===== config.mk =====
export PLATFORM = sky130hd
export DESIGN_NAME = npcm_ctrl
export DESIGN_NICKNAME = d
export VERILOG_FILES = /design/src/rtl/core/npcm_pkg.sv /design/src/rtl/core/npcm_ctrl.sv
export SDC_FILE = /design/constraint.sdc
export NUM_CORES = 1
export LEC_CHECK = 0
export ABC_CLOCK_PERIOD_IN_PS = 3700
export BUFFER_PORTS_ARGS = -buffer_cell sky130_fd_sc_hd__buf_2
export CORE_AREA = 5 5 42 44
export DETAILED_ROUTE_END_ITERATION = 6
export DIE_AREA = 0 0 47 49
export GPL_ROUTABILITY_DRIVEN = 0
export HOLD_SLACK_MARGIN = 0.08
export PLACE_DENSITY_LB_ADDON = 0.12
export SLEW_MARGIN = 20
export SYNTH_ARGS = -nofsm -noshare
export SYNTH_HDL_FRONTEND = slang
export SYNTH_SLANG_ARGS = --single-unit

===== constraint.sdc =====
create_clock -name clk_i -period 3.7 [get_ports clk_i]
set_clock_uncertainty 0.05 [all_clocks]
set_input_delay 0.74 -clock clk_i [delete_from_list [all_inputs] [get_ports clk_i]]
set_output_delay 0.74 -clock clk_i [all_outputs]
set_load 0.1 [all_outputs]

===== src/rtl/core/npcm_pkg.sv =====
package npcm_pkg;

  // Field widths
  localparam int unsigned CHAN_W  = 8;
  localparam int unsigned SLOT_W  = 8;
  localparam int unsigned INDEX_W = 8;
  localparam int unsigned DIST_W  = 18;
  localparam int unsigned ENTRY_W = 3 * CHAN_W;

  // Palette size: default and the width that holds the largest allowed count
  localparam int unsigned PALETTE_ENTRIES = 256;
  localparam int unsigned ENTRY_CNT_W     = 13;
  // Slots that a load can reach
  localparam int unsigned LOADABLE_SLOTS  = 1 << SLOT_W;

  typedef enum logic {
    OP_LOAD  = 1'b0,
    OP_MATCH = 1'b1
  } op_e;

  // Controller to datapath
  typedef struct packed {
    logic load_we;     // write the request colour into the palette
    logic scan_start;  // latch the request colour, clear the scan counter
    logic scan_issue;  // read one slot and advance the counter
    logic out_load;    // move the best result into the output register
  } cmd_t;

  // Datapath to controller
  typedef struct packed {
    logic scan_last;   // counter sits at the last slot
    logic scan_done;   // last compare has landed in the best registers
    logic out_free;    // output register can take a result this cycle
  } stat_t;

endpackage


===== src/rtl/core/npcm_ctrl.sv =====
module npcm_ctrl (
  input  logic              clk_i,
  input  logic              rst_ni,
  input  logic              req_valid_i,
  input  npcm_pkg::op_e     req_op_i,
  output logic              req_ready_o,
  input  npcm_pkg::stat_t   stat_i,
  output npcm_pkg::cmd_t    cmd_o
);
  import npcm_pkg::*;

  typedef enum logic [3:0] {
    ST_IDLE  = 4'b0001,
    ST_SCAN  = 4'b0010,
    ST_FLUSH = 4'b0100,
    ST_EMIT  = 4'b1000
  } state_e;

  state_e state_q, state_d;
  logic   accept;

  assign req_ready_o = (state_q == ST_IDLE);
  assign accept      = req_valid_i && req_ready_o;

  // Next state and datapath commands
  always_comb begin
    state_d          = state_q;
    cmd_o            = '0;
    unique case (state_q)
      ST_IDLE: begin
        if (accept) begin
          if (req_op_i == OP_MATCH) begin
            cmd_o.scan_start = 1'b1;
            state_d          = ST_SCAN;
          end else begin
            cmd_o.load_we = 1'b1;
          end
        end
      end
      ST_SCAN: begin
        cmd_o.scan_issue = 1'b1;
        if (stat_i.scan_last) begin
          state_d = ST_FLUSH;
        end
      end
      ST_FLUSH: begin
        // wait for the read and distance stages to drain
        if (stat_i.scan_done) begin
          state_d = ST_EMIT;
        end
      end
      ST_EMIT: begin
        if (stat_i.out_free) begin
          cmd_o.out_load = 1'b1;
          state_d        = ST_IDLE;
        end
      end
      default: begin
        state_d = ST_IDLE;
      end
    endcase
  end

  always_ff @(posedge clk_i or negedge rst_ni) begin
    if (!rst_ni) begin
      state_q <= ST_IDLE;
    end else begin
      state_q <= state_d;
    end
  end

endmodule


* After elaboration in Yosys (flattened, before gate mapping)
Cells that the tools add are included.
Word-level totals: output and inout bits 5, register bits 4, memory bits (writable) 0, memory bits (read-only) 0, memories kept 0, bits in latches 0, logic and storage cells 25
Cells by class: divide/modulo/power cells 0, $add $sub $neg 0, multipliers 0, bitwise gates (word level) 0, shift-type cells 0, equal/unequal tests 9, order comparisons 0, multiplexer cells 13, reduce and logical (&&, ||, !) cells 2
Operators by type and width (count):
- 4-bit 2-to-1 mux | 5
- 4-bit case mux with 4 select lines | 1
- 2-bit != test (second input constant) | 4
- 1-bit 2-to-1 mux | 5
- 5-bit AND reduction | 1
- 4-bit by 1-bit equality test with 1-bit output (second input constant) | 1
- 4-bit by 2-bit equality test with 1-bit output (second input constant) | 1
- 4-bit by 3-bit equality test with 1-bit output (second input constant) | 1
- 4-bit equality test (second input constant) | 1
- 2-bit 2-to-1 mux | 2
- 2-bit by 1-bit != test with 1-bit output (second input constant) | 1
- 1-bit logical AND | 1

* Logic depth before layout (Yosys ltp)
depth after elaboration 4, gate-level depth with buffers 3

* Worst setup path before layout
Ideal clock, no wire load.
kind reg2out, start reg state_q[0], end out cmd_o[3] (netlist name), data arrival time 3.072 ns, cell stages (with the launch flop) 4, setup slack -0.162 ns, path through dfstp_2 -> nor4b_4 -> nand2_1 -> nor2_1
RTL lines:
- start, declared | RTL line npcm_ctrl.sv:19 | state_e state_q, state_d;
- start signal, assigned | RTL line npcm_ctrl.sv:68 | state_q <= state_d;
- end, declared | RTL line npcm_ctrl.sv:8 | output npcm_pkg::cmd_t cmd_o

==> results.toml <==
[pwr]
power_density_nw_per_um2 = 459
peakVddDrop_v = 0.000151
finalPower_mw = 0.163
leakagePower_nw = 0.171

[cts]
hold_buffers = 0
path_clk_slew_ns = 0.04
cts_buffers = 3
cts_tree = "built"
clock-sinks = 4
cts_root_buf = "clkbuf_4"
clkLatencyLatePin_ns = 0.23
cts_resized = 0
cts_setup_buffers = 0
clk_path_buf_depth = 2
htreeDepth = 1

[sta]
finalSetupTns_ns = 0
tightest_slew_ns = 0.490
rsz0062_at_grt = "no"
period_share_pct = 66.7
slew-limit-headroom_pct = 67.6
hold_viol_final = 0
maxSlewViolCount = 0
holdWs_ns = 0.250
fmax_ghz = 0.405
setup_violations = 0
period_minus_slack_ns = 2.47

[die]
initial_core_util_pct = 18.0
fp.dieW_um = 47
dieHeight_um = 49
pin_count = 12
rows = 14
die_area_um2 = 2300
core-area_um2 = 1400

[layout]
area_growth_syn_to_layout_pct = 41.1
n_antenna_cell = 0
drive_above_1_share_pct = 50.0
nets = 48
layoutNonFillerInstCount = 56
largest_reg_flops = 4
regMostFlops = "state_q"
final_core_util_pct = 25.4
largestRegisters = "state_q: 4 flops"

[global_route]
grt_pass1_vias = 236
globalRouteTotalUtil_pct = 6.44
grt_max_degree = 9
gr-total-overflow = 0
grt_pass1_wl_mm = 1.05
antenna_found_initial = 0

[job]
drv_cap = 0

[synthesis]
synthFlopType = "dfrtp_1"
syn_nets = 32
syn_area_um2 = 253
synth.distinct_cells = 19
syn_avg_cell_area_um2 = 10.1
yosysTopAreaCellShare_pct = 29.7
ys_seq_area_share_pct = 40.1
syn_inst = 25
yosys_warnings = 0
synth_edf_count = 0
synth_top_area_cell = "dfrtp_1"
async_flop_share_pct = 100
yosys-top-cells-count = "dfrtp_1, nor3_1, inv_1, nand2_1"
synth_seq_cells = 4
synth_area_leaders = "dfrtp_1, dfstp_2, nor4b_4"

[routing]
drt_pass1_iterations = 2
via_per_inst = 3.93
post_drt_wl_per_cell_um = 10.3
via_count = 220
routed_wl_um = 578
drt.antenna.violating_nets = 0
drc = 0
drt_iter0_markers = 1

[hold_path]
hold_path_class = "in2async"

[place]
io_buffers = 11
placed_cells = 52

[run_status]
status = "finished clean"

[worst_setup_path]
critPathArrivalTime_ns = 1.68
crit_required_ns = 2.91
path_max_fanout = 6
path_class = "reg2out"
cp-end-kind = "primary output"
crit_path_start_kind = "flip-flop"
==> worst max-delay path, cell delays in order (launching register included) <==
cell     delay (ns)
dfstp_2        0.58
nor4b_4        0.27
nand2_1        0.10
nor2_2         0.07
buf_2          0.42
==> worst paths after layout <==
kind,from,to,slack (ns),depth (start not counted)
min in group clk_i,state_q[0],state_q[0],0.53,1
hold reg to reg,state_q[0],state_q[0],0.53,1
setup / recovery,state_q[0],cmd_o[3],1.23,4
max in group asynchronous,rst_ni,state_q[0],3.14,1
setup reg to reg,state_q[0],state_q[0],2.49,3
hold / removal,rst_ni,state_q[3],0.25,1
==> cell families (layout without fill, tap and decap cells) <==
| group | count (synthesis) | count (layout) | synth area share (%) |
|---|---|---|---|
| buf+inv | 2 | 17 | 2.97 |
| flops | 4 | 4 | 40.1 |
| simple gates | 14 | 14 | 44.6 |
| compound gates | 5 | 5 | 12.4 |
==> cell usage in the layout, fill, tap and decap left out <==
cell type   n
o31ai_1     1
nor2b_1     1
nand3_1     1
nand3_2     1
clkbuf_4    3
dfstp_2     1
nand2_1     2
nor4b_2     1
nor3b_2     1
a21oi_1     1
inv_1       2
o21a_1      1
o21ai_0     1
nor2_2      1
clkbuf_1    1
a31oi_1     1
buf_2      11
nor3_1      3
dfrtp_1     3
nand2b_1    1
nor4b_4     1
nor3b_1     1
==> through the flow <==
step                worst slack, ns  area, µm²
finish                         1.23        357
global route                   1.11        357
CTS                            1.20        357
detailed placement             1.42        330
global placement               1.43        330
floorplan                    0.0660        255
==> area by class of cell <==
class	count	area (µm²)
clock buffers	4	26.3
fillers	172	1040
inverters	2	7.51
multi-input cells	19	146
flip-flops and latches	4	101
well taps	16	20.0
repair buffers	11	55.1
==> power by group <==
part           leakage (nW)  switching (mW)  internal [mW]  total [mW]
Sequential           0.0516         0.00538         0.0475      0.0529
Combinational         0.104          0.0398         0.0129      0.0527
Clock                0.0150          0.0175         0.0404      0.0579
Total                 0.171          0.0627          0.101       0.163
==> routing by layer <==
layer | vias to the layer above | wire length [µm] | part of all wire, % | GRT usage [%]
met2 | 4 | 313 | 54 | 8.37
met5 | - | 0 | 0 | 0
met3 | 0 | 27 | 4.7 | 1.48
li1 | 121 | - | - | -
met4 | 0 | 0 | 0 | 6.91
met1 | 95 | 237 | 41 | 7.81
No activity file was read; power rests on OpenSTA's default activity.
